===== config.mk =====
export PLATFORM = sky130hd
export DESIGN_NAME = i2c_eeprom_byte_master
export DESIGN_NICKNAME = d
export VERILOG_FILES = /design/src/i2c_eeb_pkg.sv /design/src/i2c_eeb_seq.sv /design/src/i2c_eeb_outq.sv /design/src/i2c_eeprom_byte_master.sv
export SDC_FILE = /design/constraint.sdc
export NUM_CORES = 1
export LEC_CHECK = 0
export BUFFER_PORTS_ARGS = -buffer_cell sky130_fd_sc_hd__buf_2
export CAP_MARGIN = 20
export CORE_UTILIZATION = 61
export DETAILED_ROUTE_END_ITERATION = 12
export GPL_TIMING_DRIVEN = 1
export PLACE_DENSITY = 0.81
export SLEW_MARGIN = 0
export SYNTH_ARGS = -nofsm -noshare
export SYNTH_HDL_FRONTEND = slang
export SYNTH_SLANG_ARGS = --single-unit

===== constraint.sdc =====
create_clock -name clk -period 3.4 [get_ports clk]
set_input_delay 0.34 -clock clk [delete_from_list [all_inputs] [get_ports clk]]
set_output_delay 0.34 -clock clk [all_outputs]
set_load 0.01 [all_outputs]

===== src/i2c_eeb_pkg.sv =====
// Shared types, constants and helpers for the I2C EEPROM byte master.
// Used by the sequencer, the result queue and the top level. No dependencies.
`default_nettype none

package i2c_eeb_pkg;

	localparam int ADDR_W      = 17;
	localparam int ADDR_BITS_D = 17;
	localparam int CFG_IDX_W   = 3;
	localparam int CFG_DATA_W  = 17;

	// Item kinds on the input channel.
	localparam logic [1:0] KIND_TICK  = 2'd0;
	localparam logic [1:0] KIND_WRITE = 2'd1;
	localparam logic [1:0] KIND_READ  = 2'd2;

	// Configuration register indexes.
	localparam logic [CFG_IDX_W-1:0] REG_SHORT_DELAY = 3'd0;
	localparam logic [CFG_IDX_W-1:0] REG_LONG_DELAY  = 3'd1;
	localparam logic [CFG_IDX_W-1:0] REG_WRITE_CYCLE = 3'd2;
	localparam logic [CFG_IDX_W-1:0] REG_MAX_ADDRESS = 3'd3;

	localparam logic [7:0]  RST_SHORT_DELAY = 8'd1;
	localparam logic [7:0]  RST_LONG_DELAY  = 8'd2;
	localparam logic [15:0] RST_WRITE_CYCLE = 16'd2500;
	localparam logic [ADDR_W-1:0] RST_MAX_ADDRESS = 17'h1FFFF;

	localparam logic [7:0] DEV_WRITE = 8'hA0;
	localparam logic [7:0] DEV_A16   = 8'h02;
	localparam logic [7:0] DEV_RD    = 8'h01;
	localparam logic [7:0] BYTE_NONE = 8'hFF;

	typedef struct packed {
		logic [7:0]        short_delay;
		logic [7:0]        long_delay;
		logic [15:0]       write_cycle_ticks;
		logic [ADDR_W-1:0] max_address;
	} cfg_t;

	typedef struct packed {
		logic       scl;
		logic       sda_oe;
		logic       sda_out;
		logic       busy_res;
		logic [7:0] read_data;
		logic       done_res;
		logic       nack;
	} res_t;

	// A phase delay of zero still lasts one tick.
	function automatic logic [15:0] phase_len(input logic [15:0] d);
		phase_len = (d == 16'd0) ? 16'd1 : d;
	endfunction

	// Byte sent at position idx of a transaction.
	function automatic logic [7:0] byte_for(input logic [ADDR_W-1:0] addr,
			input logic op_rd, input logic [7:0] data, input logic [2:0] idx);
		logic [7:0] dev;
		dev = DEV_WRITE | (addr[16] ? DEV_A16 : 8'h00);
		case (idx)
			3'd0:    byte_for = dev;
			3'd1:    byte_for = addr[15:8];
			3'd2:    byte_for = addr[7:0];
			default: byte_for = op_rd ? (dev | DEV_RD) : data;
		endcase
	endfunction

endpackage

`default_nettype wire


===== src/i2c_eeb_seq.sv =====
// Bit-level bus sequencer: holds the transaction state and advances it by one
// item per accepted transfer. Depends on i2c_eeb_pkg.
`default_nettype none

module i2c_eeb_seq #(
	parameter int ADDR_BITS = i2c_eeb_pkg::ADDR_BITS_D
) (
	input  wire                              clk,
	input  wire                              arst_n,
	input  wire                              step,
	input  wire [1:0]                        kind,
	input  wire [i2c_eeb_pkg::ADDR_W-1:0]    address,
	input  wire [7:0]                        write_data,
	input  wire                              sda_in,
	input  i2c_eeb_pkg::cfg_t                cfg,
	output i2c_eeb_pkg::res_t                res
);
	import i2c_eeb_pkg::*;

	typedef enum logic [4:0] {
		PH_IDLE, PH_STA_A, PH_STA_B, PH_WB_LOW, PH_WB_DATA, PH_WB_HIGH,
		PH_ACK_LOW, PH_ACK_HIGH, PH_ACK_HOLD, PH_ACK_END,
		PH_RB_LOW, PH_RB_HIGH, PH_RB_HOLD, PH_RB_TAIL,
		PH_NA_LOW, PH_NA_DATA, PH_NA_HIGH, PH_NA_END,
		PH_SP_A, PH_SP_B, PH_SP_C, PH_WCYC
	} phase_t;

	phase_t               phase_q, phase_d;
	logic [3:0]           bits_q, bits_d;
	logic [7:0]           shift_q, shift_d;
	logic [15:0]          delay_q, delay_d;
	logic [ADDR_BITS-1:0] addr_q, addr_d;
	logic                 op_q, op_d;
	logic [7:0]           data_q, data_d;
	logic                 nack_q, nack_d;
	logic [2:0]           idx_q, idx_d;
	logic [7:0]           rd_q, rd_d;
	logic                 scl_q, scl_d;
	logic                 oe_q, oe_d;
	logic                 sda_q, sda_d;
	logic                 done_d;
	logic [ADDR_W-1:0]    addr_full;
	logic [2:0]           idx_inc;
	logic [15:0]          short_len, long_len;

	assign addr_full = ADDR_W'(addr_q);
	assign idx_inc   = idx_q + 3'd1;
	assign short_len = phase_len({8'd0, cfg.short_delay});
	assign long_len  = phase_len({8'd0, cfg.long_delay});

	always_comb begin
		phase_d = phase_q;
		bits_d  = bits_q;
		shift_d = shift_q;
		delay_d = delay_q;
		addr_d  = addr_q;
		op_d    = op_q;
		data_d  = data_q;
		nack_d  = nack_q;
		idx_d   = idx_q;
		rd_d    = rd_q;
		scl_d   = scl_q;
		oe_d    = oe_q;
		sda_d   = sda_q;
		done_d  = 1'b0;
		if (kind == KIND_TICK) begin
			if (phase_q != PH_IDLE) begin
				if (delay_q > 16'd1) begin
					delay_d = delay_q - 16'd1;
				end else begin
					case (phase_q)
						PH_STA_A: begin
							sda_d = 1'b0; phase_d = PH_STA_B; delay_d = short_len;
						end
						PH_STA_B: begin
							shift_d = byte_for(addr_full, op_q, data_q, idx_q);
							bits_d = 4'd0; scl_d = 1'b0;
							phase_d = PH_WB_LOW; delay_d = long_len;
						end
						PH_WB_LOW: begin
							sda_d = shift_q[7]; shift_d = {shift_q[6:0], 1'b0};
							phase_d = PH_WB_DATA; delay_d = short_len;
						end
						PH_WB_DATA: begin
							scl_d = 1'b1; phase_d = PH_WB_HIGH; delay_d = long_len;
						end
						PH_WB_HIGH: begin
							bits_d = bits_q + 4'd1;
							scl_d = 1'b0;
							delay_d = long_len;
							if (bits_q < 4'd7) begin
								phase_d = PH_WB_LOW;
							end else begin
								oe_d = 1'b0; phase_d = PH_ACK_LOW;
							end
						end
						PH_ACK_LOW: begin
							scl_d = 1'b1; phase_d = PH_ACK_HIGH; delay_d = short_len;
						end
						PH_ACK_HIGH: begin
							nack_d = nack_q | sda_in;
							phase_d = PH_ACK_HOLD; delay_d = short_len;
						end
						PH_ACK_HOLD: begin
							scl_d = 1'b0; phase_d = PH_ACK_END; delay_d = long_len;
						end
						PH_ACK_END: begin
							if (nack_q) begin
								// The slave refused the byte: abort with a stop.
								if (op_q) rd_d = BYTE_NONE;
								oe_d = 1'b1; sda_d = 1'b0; scl_d = 1'b0;
								phase_d = PH_SP_A; delay_d = long_len;
							end else begin
								idx_d = idx_inc;
								if ((!op_q && idx_inc < 3'd4) || (op_q && idx_inc < 3'd3)) begin
									oe_d = 1'b1;
									shift_d = byte_for(addr_full, op_q, data_q, idx_inc);
									bits_d = 4'd0; scl_d = 1'b0;
									phase_d = PH_WB_LOW; delay_d = long_len;
								end else if (!op_q) begin
									oe_d = 1'b1; sda_d = 1'b0; scl_d = 1'b0;
									phase_d = PH_SP_A; delay_d = long_len;
								end else if (idx_inc == 3'd3) begin
									// Repeated start before the read device byte.
									oe_d = 1'b1; sda_d = 1'b1; scl_d = 1'b1;
									phase_d = PH_STA_A; delay_d = long_len;
								end else begin
									shift_d = 8'd0; bits_d = 4'd0;
									scl_d = 1'b0; oe_d = 1'b0;
									phase_d = PH_RB_LOW; delay_d = long_len;
								end
							end
						end
						PH_RB_LOW: begin
							scl_d = 1'b1; phase_d = PH_RB_HIGH; delay_d = short_len;
						end
						PH_RB_HIGH: begin
							shift_d = {shift_q[6:0], sda_in};
							phase_d = PH_RB_HOLD; delay_d = short_len;
						end
						PH_RB_HOLD: begin
							bits_d = bits_q + 4'd1;
							if (bits_q < 4'd7) begin
								scl_d = 1'b0; phase_d = PH_RB_LOW; delay_d = long_len;
							end else begin
								phase_d = PH_RB_TAIL; delay_d = short_len;
							end
						end
						PH_RB_TAIL: begin
							rd_d = shift_q; scl_d = 1'b0; oe_d = 1'b1;
							phase_d = PH_NA_LOW; delay_d = long_len;
						end
						PH_NA_LOW: begin
							sda_d = 1'b1; phase_d = PH_NA_DATA; delay_d = short_len;
						end
						PH_NA_DATA: begin
							scl_d = 1'b1; phase_d = PH_NA_HIGH; delay_d = short_len;
						end
						PH_NA_HIGH: begin
							scl_d = 1'b0; phase_d = PH_NA_END; delay_d = long_len;
						end
						PH_NA_END: begin
							oe_d = 1'b1; sda_d = 1'b0; scl_d = 1'b0;
							phase_d = PH_SP_A; delay_d = long_len;
						end
						PH_SP_A: begin
							scl_d = 1'b1; phase_d = PH_SP_B; delay_d = short_len;
						end
						PH_SP_B: begin
							sda_d = 1'b1; phase_d = PH_SP_C; delay_d = long_len;
						end
						PH_SP_C: begin
							if (!op_q && !nack_q && cfg.write_cycle_ticks != 16'd0) begin
								phase_d = PH_WCYC; delay_d = cfg.write_cycle_ticks;
							end else begin
								phase_d = PH_IDLE; delay_d = 16'd0; done_d = 1'b1;
							end
						end
						default: begin
							phase_d = PH_IDLE; delay_d = 16'd0; done_d = 1'b1;
						end
					endcase
				end
			end
		end else if ((kind == KIND_WRITE || kind == KIND_READ) && phase_q == PH_IDLE) begin
			nack_d = 1'b0;
			if (kind == KIND_READ && address > cfg.max_address) begin
				rd_d = BYTE_NONE; done_d = 1'b1;
			end else begin
				addr_d = address[ADDR_BITS-1:0];
				op_d   = (kind == KIND_READ);
				data_d = write_data;
				idx_d  = 3'd0;
				oe_d = 1'b1; sda_d = 1'b1; scl_d = 1'b1;
				phase_d = PH_STA_A; delay_d = long_len;
			end
		end
	end

	always_comb begin
		res.scl       = scl_d;
		res.sda_oe    = oe_d;
		res.sda_out   = sda_d;
		res.busy_res  = (phase_d != PH_IDLE);
		res.read_data = rd_d;
		res.done_res  = done_d;
		res.nack      = nack_d;
	end

	always_ff @(posedge clk or negedge arst_n) begin
		if (!arst_n) begin
			phase_q <= PH_IDLE;
			bits_q  <= '0;
			shift_q <= '0;
			delay_q <= '0;
			addr_q  <= '0;
			op_q    <= 1'b0;
			data_q  <= '0;
			nack_q  <= 1'b0;
			idx_q   <= '0;
			rd_q    <= '0;
			scl_q   <= 1'b1;
			oe_q    <= 1'b0;
			sda_q   <= 1'b1;
		end else if (step) begin
			phase_q <= phase_d;
			bits_q  <= bits_d;
			shift_q <= shift_d;
			delay_q <= delay_d;
			addr_q  <= addr_d;
			op_q    <= op_d;
			data_q  <= data_d;
			nack_q  <= nack_d;
			idx_q   <= idx_d;
			rd_q    <= rd_d;
			scl_q   <= scl_d;
			oe_q    <= oe_d;
			sda_q   <= sda_d;
		end
	end

endmodule

`default_nettype wire


===== src/i2c_eeb_outq.sv =====
// Two-entry result queue between the sequencer and the output channel, so an
// input transfer is taken while a result still waits. Depends on i2c_eeb_pkg.
`default_nettype none

module i2c_eeb_outq (
	input  wire                clk,
	input  wire                arst_n,
	input  wire                push,
	input  i2c_eeb_pkg::res_t  push_data,
	output logic               full,
	output logic               pop_valid,
	input  wire                pop_stall,
	output i2c_eeb_pkg::res_t  pop_data
);
	import i2c_eeb_pkg::*;

	res_t       slot_q [2];
	logic       wr_ptr_q;
	logic       rd_ptr_q;
	logic [1:0] count_q;
	logic       pop;

	assign full      = (count_q == 2'd2);
	assign pop_valid = (count_q != 2'd0);
	assign pop       = pop_valid && !pop_stall;
	assign pop_data  = slot_q[rd_ptr_q];

	always_ff @(posedge clk) begin
		if (push) slot_q[wr_ptr_q] <= push_data;
	end

	always_ff @(posedge clk or negedge arst_n) begin
		if (!arst_n) begin
			wr_ptr_q <= 1'b0;
			rd_ptr_q <= 1'b0;
			count_q  <= 2'd0;
		end else begin
			if (push) wr_ptr_q <= !wr_ptr_q;
			if (pop)  rd_ptr_q <= !rd_ptr_q;
			count_q <= count_q + {1'b0, push} - {1'b0, pop};
		end
	end

endmodule

`default_nettype wire


===== src/i2c_eeprom_byte_master.sv =====
// Top level of the I2C EEPROM byte master: configuration registers, the bus
// sequencer and the result queue. Depends on i2c_eeb_pkg, i2c_eeb_seq, i2c_eeb_outq.
//
// Usage: every input transfer is either a one-microsecond tick or a command
// (byte write or byte read). Each input transfer produces exactly one result
// transfer holding the bus line levels, busy, the last read byte, a done
// pulse and the nack flag as they stand after that item.
// The sequencer steps once per accepted item, so one item is taken every
// clock cycle while in_stall is low; each result is registered in the queue
// before output. Bus timing is set purely by the tick count per phase, held
// in the short_delay, long_delay and write_cycle_ticks registers.
// A two-entry result queue lets the next item enter while a result waits;
// in_stall rises only when both entries are held by a stalled receiver.
// Configuration writes are taken in any cycle (cfg_ready is always high)
// and are meant to happen while the block is idle.
// Reset leaves the sequencer idle with the bus released (scl high, SDA not
// driven), the queue empty and the registers at their documented defaults.
`default_nettype none

module i2c_eeprom_byte_master #(
	parameter int ADDR_BITS = i2c_eeb_pkg::ADDR_BITS_D
) (
	input  wire                                  clk,
	input  wire                                  arst_n,
	input  wire                                  in_valid,
	output logic                                 in_stall,
	input  wire [1:0]                            kind,
	input  wire [i2c_eeb_pkg::ADDR_W-1:0]        address,
	input  wire [7:0]                            write_data,
	input  wire                                  sda_in,
	output logic                                 out_valid,
	input  wire                                  out_stall,
	output logic                                 scl,
	output logic                                 sda_oe,
	output logic                                 sda_out,
	output logic                                 busy_res,
	output logic [7:0]                           read_data,
	output logic                                 done_res,
	output logic                                 nack,
	input  wire                                  cfg_valid,
	output logic                                 cfg_ready,
	input  wire [i2c_eeb_pkg::CFG_IDX_W-1:0]     cfg_index,
	input  wire [i2c_eeb_pkg::CFG_DATA_W-1:0]    cfg_data
);
	import i2c_eeb_pkg::*;

	cfg_t cfg_q;
	res_t seq_res;
	res_t out_res;
	logic step;
	logic q_full;

	assign cfg_ready = 1'b1;
	assign in_stall  = q_full;
	assign step      = in_valid && !q_full;

	always_ff @(posedge clk or negedge arst_n) begin
		if (!arst_n) begin
			cfg_q.short_delay       <= RST_SHORT_DELAY;
			cfg_q.long_delay        <= RST_LONG_DELAY;
			cfg_q.write_cycle_ticks <= RST_WRITE_CYCLE;
			cfg_q.max_address       <= RST_MAX_ADDRESS;
		end else if (cfg_valid && cfg_ready) begin
			case (cfg_index)
				REG_SHORT_DELAY: cfg_q.short_delay       <= cfg_data[7:0];
				REG_LONG_DELAY:  cfg_q.long_delay        <= cfg_data[7:0];
				REG_WRITE_CYCLE: cfg_q.write_cycle_ticks <= cfg_data[15:0];
				REG_MAX_ADDRESS: cfg_q.max_address       <= cfg_data[ADDR_W-1:0];
				default: ;
			endcase
		end
	end

	i2c_eeb_seq #(
		.ADDR_BITS(ADDR_BITS)
	) u_seq (
		.clk        (clk),
		.arst_n     (arst_n),
		.step       (step),
		.kind       (kind),
		.address    (address),
		.write_data (write_data),
		.sda_in     (sda_in),
		.cfg        (cfg_q),
		.res        (seq_res)
	);

	i2c_eeb_outq u_outq (
		.clk       (clk),
		.arst_n    (arst_n),
		.push      (step),
		.push_data (seq_res),
		.full      (q_full),
		.pop_valid (out_valid),
		.pop_stall (out_stall),
		.pop_data  (out_res)
	);

	assign scl       = out_res.scl;
	assign sda_oe    = out_res.sda_oe;
	assign sda_out   = out_res.sda_out;
	assign busy_res  = out_res.busy_res;
	assign read_data = out_res.read_data;
	assign done_res  = out_res.done_res;
	assign nack      = out_res.nack;

endmodule

`default_nettype wire

==> results.yml <==
pwr:
  cellLeakagePower_uw: 0.00448
  seq_power_share_pct: 38.1
  netSwitchingFraction_pct: 36.7
  power.combinational.fraction_pct: 35.4
  cellInternalPower_uw: 5140
  power.share.clock_pct: 26.6
  power_density_normalized_to_cell_area_mw_per_mm2: 786
  net-switching-power_uw: 2980
  worst_ir_drop_vdd_mv: 0.596
layout:
  syn2layout_area_growth_pct: 14.6
  fillers: 1072
  drive_gt1_share_pct: 25.8
  multi_input_comb_area_mm2: 0.00461
  most_frequent_cells_in_the_layout: "101 x dfrtp_1, 99 x nand2_1, 83 x nor2_1"
  diodes: 0
  nets: 1090
  layout.cells.most_common: "dfrtp_1"
  area.sequential_mm2: 0.00405
  layout.core_utilization_pct: 71.4
cts:
  clockRootBuffer: "clkbuf_16"
  cts_tree: "yes"
  clkSlewWorstSetupHoldPaths_ns: 0.06
  cts.htree.levels: 4
  cts.sink_count: 155
  clk_latency_ns: 0.44
  cts_buffer_depth: 2
  inserted_clock_buffers: 17
  postCtsSetupBuffers: 0
global_route:
  antenna_found_initial: 0
  grt.overflow.total: 0
  wire_length_of_the_first_global_routing_pass_um: 37200
  global_route.usage.total_pct: 32.5
  grt_pass1_vias: 7408
  pin_count_of_the_biggest_net_entering_global_routing: 49
die:
  floorplan.io_pins: 70
  die_area_mm2: 0.0153
  chipHeight_um: 124
  start_util_pct: 62.3
  floorplan.rows: 44
  core_area_mm2: 0.0145
  die_w_um: 124
critical_path:
  cp_slowest_stage_delay_ns: 0.52
  critPathMaxFanout: 26
  timing.critical_path.depth: 9
  crit_path_end: "u_seq.addr_full[5]"
  critical_path.endpoint_type: "register"
  path_delay_family: "simple AND/OR/NAND/NOR gates"
  beginning_of_the_worst_register_to_register_path: "cfg_q[14]"
  sequence_of_cells_on_the_critical_path: "inv_1, ha_1, a211oi_1, nor2_1, or3_1, a211oi_2, or2_1, nand2_2, mux2_1"
  worst_r2r_endpoint: "u_seq.addr_full[5]"
  crit_path_start_kind: "register"
  rr_worst_depth: 9
  rrSetupSlack_ns: 0.28
  critPathKind: "reg -> reg"
  crit_required_ns: 3.71
  timing.critical_path.slowest_stage_cell: "dfstp_2"
  worst_ep_arrival_time_ns: 3.43
  timing.critical_path.buf_inv: 1
  crit_start: "cfg_q[14]"
synth:
  synth_warnings: 0
  netlist_top_cells_area: "dfrtp_1 28%, edfxtp_1 9.3%, mux2_2 8.6%"
  synth_cell_types: 75
  synth_top_area_share_pct: 28.0
  ys_async_rst_share_pct: 81.9
  synth_enable_flop_cells: 28
  postSynthRegisterBits: 155
  synth_sequential_area_ratio_pct: 44.9
  netlist_instances: 931
  synthesis.nets: 1014
  ys_dominant_reg_cell: "dfrtp_1"
  mean_syn_cell_area_um2: 9.68
  yosys.area.top_type: "dfrtp_1"
  post_synth_instance_area_mm2: 0.00901
timing:
  setup_viol: 0
  clock-skew-final_ns: 0.00775
  final_min_period_over_clock_period_pct: 91.6
  timing_max_transition_violations_final: 0
  rsz0062_at_grt: "false"
  slew_headroom_pct: 43.7
  post-route-min-period_ns: 3.12
  worst_pin_slew_ns: 0.842
  totalNegativeSetupSlack_ns: 0
  fmax_ghz: 0.321
  finalHoldViolCount: 0
placed_design:
  buffer_ports.inserted: 68
  last_weighted_congestion_value_of_the_routability_driven_placer: 0.982
  detailed_place_hpwl_um: 16300
route:
  ant_nets_after_route: 0
  drc: 0
  drt_pre_antenna_iters: 7
  routed_wire_length_per_instance_um: 18.9
  vias_per_cell: 6.30
  wl_um: 22800
  vias: 7587
  dr.first_iter.drc_count: 716
status:
  outcome: "completed"
worst_hold_path:
  timing.hold.worst.class: "in -> reg"
job:
  maxCapViolCount: 0
[synthesized netlist by cell type (6+ instances only)]
cell type / instances
nor4_1: 9
and2_1: 6
nand3_1: 15
o22ai_1: 9
nor2_1: 83
a21oi_1: 54
dfrtp_1: 101
a21o_1: 7
nand2_2: 9
buf_1: 7
o21ai_1: 7
nand4_1: 11
xor2_1: 8
nand2_1: 99
nand2b_1: 10
o21ai_0: 66
clkbuf_1: 26
ha_1: 30
mux2_1: 18
dfstp_2: 26
a22oi_1: 14
mux2_2: 69
nor2b_1: 11
nor3_1: 23
o21ai_2: 8
a221oi_1: 16
buf_2: 12
inv_1: 37
edfxtp_1: 28
xnor2_1: 12
[kinds of logic (layout without fill, tap and decap cells)]
kind of cell / Yosys count / count (layout) / synth area share, %
mux: 89 / 89 / 11.1
xor+xnor: 20 / 20 / 1.94
fa+ha+maj: 30 / 30 / 4.16
simple gates: 315 / 315 / 17.1
buf+inv: 87 / 176 / 3.91
compound gates: 234 / 234 / 16.8
other cells: 1 / 1 / 0.0416
flops: 155 / 155 / 44.9
[timing repair]
item                                    4_1_cts  5_1_grt
hold endpoints to repair                     36        0
resized for setup                             0        0
hold buffers                                  1        0
endpoints found under the setup margin        0        0
[state kept, by name (all words and copies together), names as in the netlist, 2 cells and up]
signal           count
u_seq.shift_q        8
u_seq.data_q         8
u_seq.addr_full     17
u_outq.slot_q       28
u_seq.bits_q         4
u_seq.delay_q       16
u_outq.count_q       2
u_seq.idx_q          3
cfg_q               49
u_seq.rd_q           8
u_seq.phase_q        5
[metrics by stage]
stage	hold WS, ns	power [µW]	setup WS (ns)	std cells	area, µm²
floorplan	0.0444	5050	0.716	931	9010
global placement	0.404	5760	0.415	1171	9650
detailed placement	0.400	5870	0.343	1171	9650
CTS	0.102	8090	0.296	1204	10300
global route	0.112	8610	0.0943	1204	10300
finish	0.112	8120	0.285	1204	10300
[layout make-up]
class	count	area share, %
clock buffers	19	4.60
flip-flops and latches	155	39.2
clock inverters	13	1.94
inverters	40	1.45
repair buffers	104	5.96
multi-input cells	689	44.6
well taps	184	2.23
[power groups by stage]
| stage | Combinational [µW] | Sequential, µW | Clock, µW |
|---|---|---|---|
| after floorplan | 2200 | 2840 | 0 |
| after global placement | 2700 | 3060 | 0 |
| after detailed placement | 2780 | 3090 | 0 |
| after CTS | 2850 | 3070 | 2180 |
| after global routing | 3200 | 3170 | 2240 |
| final | 2870 | 3090 | 2160 |
[metal layers]
metal / up-vias / share of wire (%) / GRT usage (%)
li1: 3547 / - / -
met1: 3640 / 40 / 39.3
met2: 341 / 50 / 56.5
met3: 59 / 6.9 / 6.64
met4: 0 / 2.8 / 13.2
met5: - / 0 / 0
[worst min path at each step]
stage | slack [ns] | cells past startpoint | startpoint | endpoint
final | 0.11 | 2 | write_data[5] | u_seq.data_q[5]
after global routing | 0.11 | 2 | write_data[2] | u_seq.data_q[2]
after CTS | 0.10 | 2 | write_data[5] | u_seq.data_q[5]
after detailed placement | 0.40 | 1 | arst_n | u_seq.shift_q[4]
after global placement | 0.40 | 1 | arst_n | u_seq.shift_q[4]
after floorplan | 0.04 | 0 | arst_n | cfg_q[17]
No activity file was read; power rests on OpenSTA's default activity.
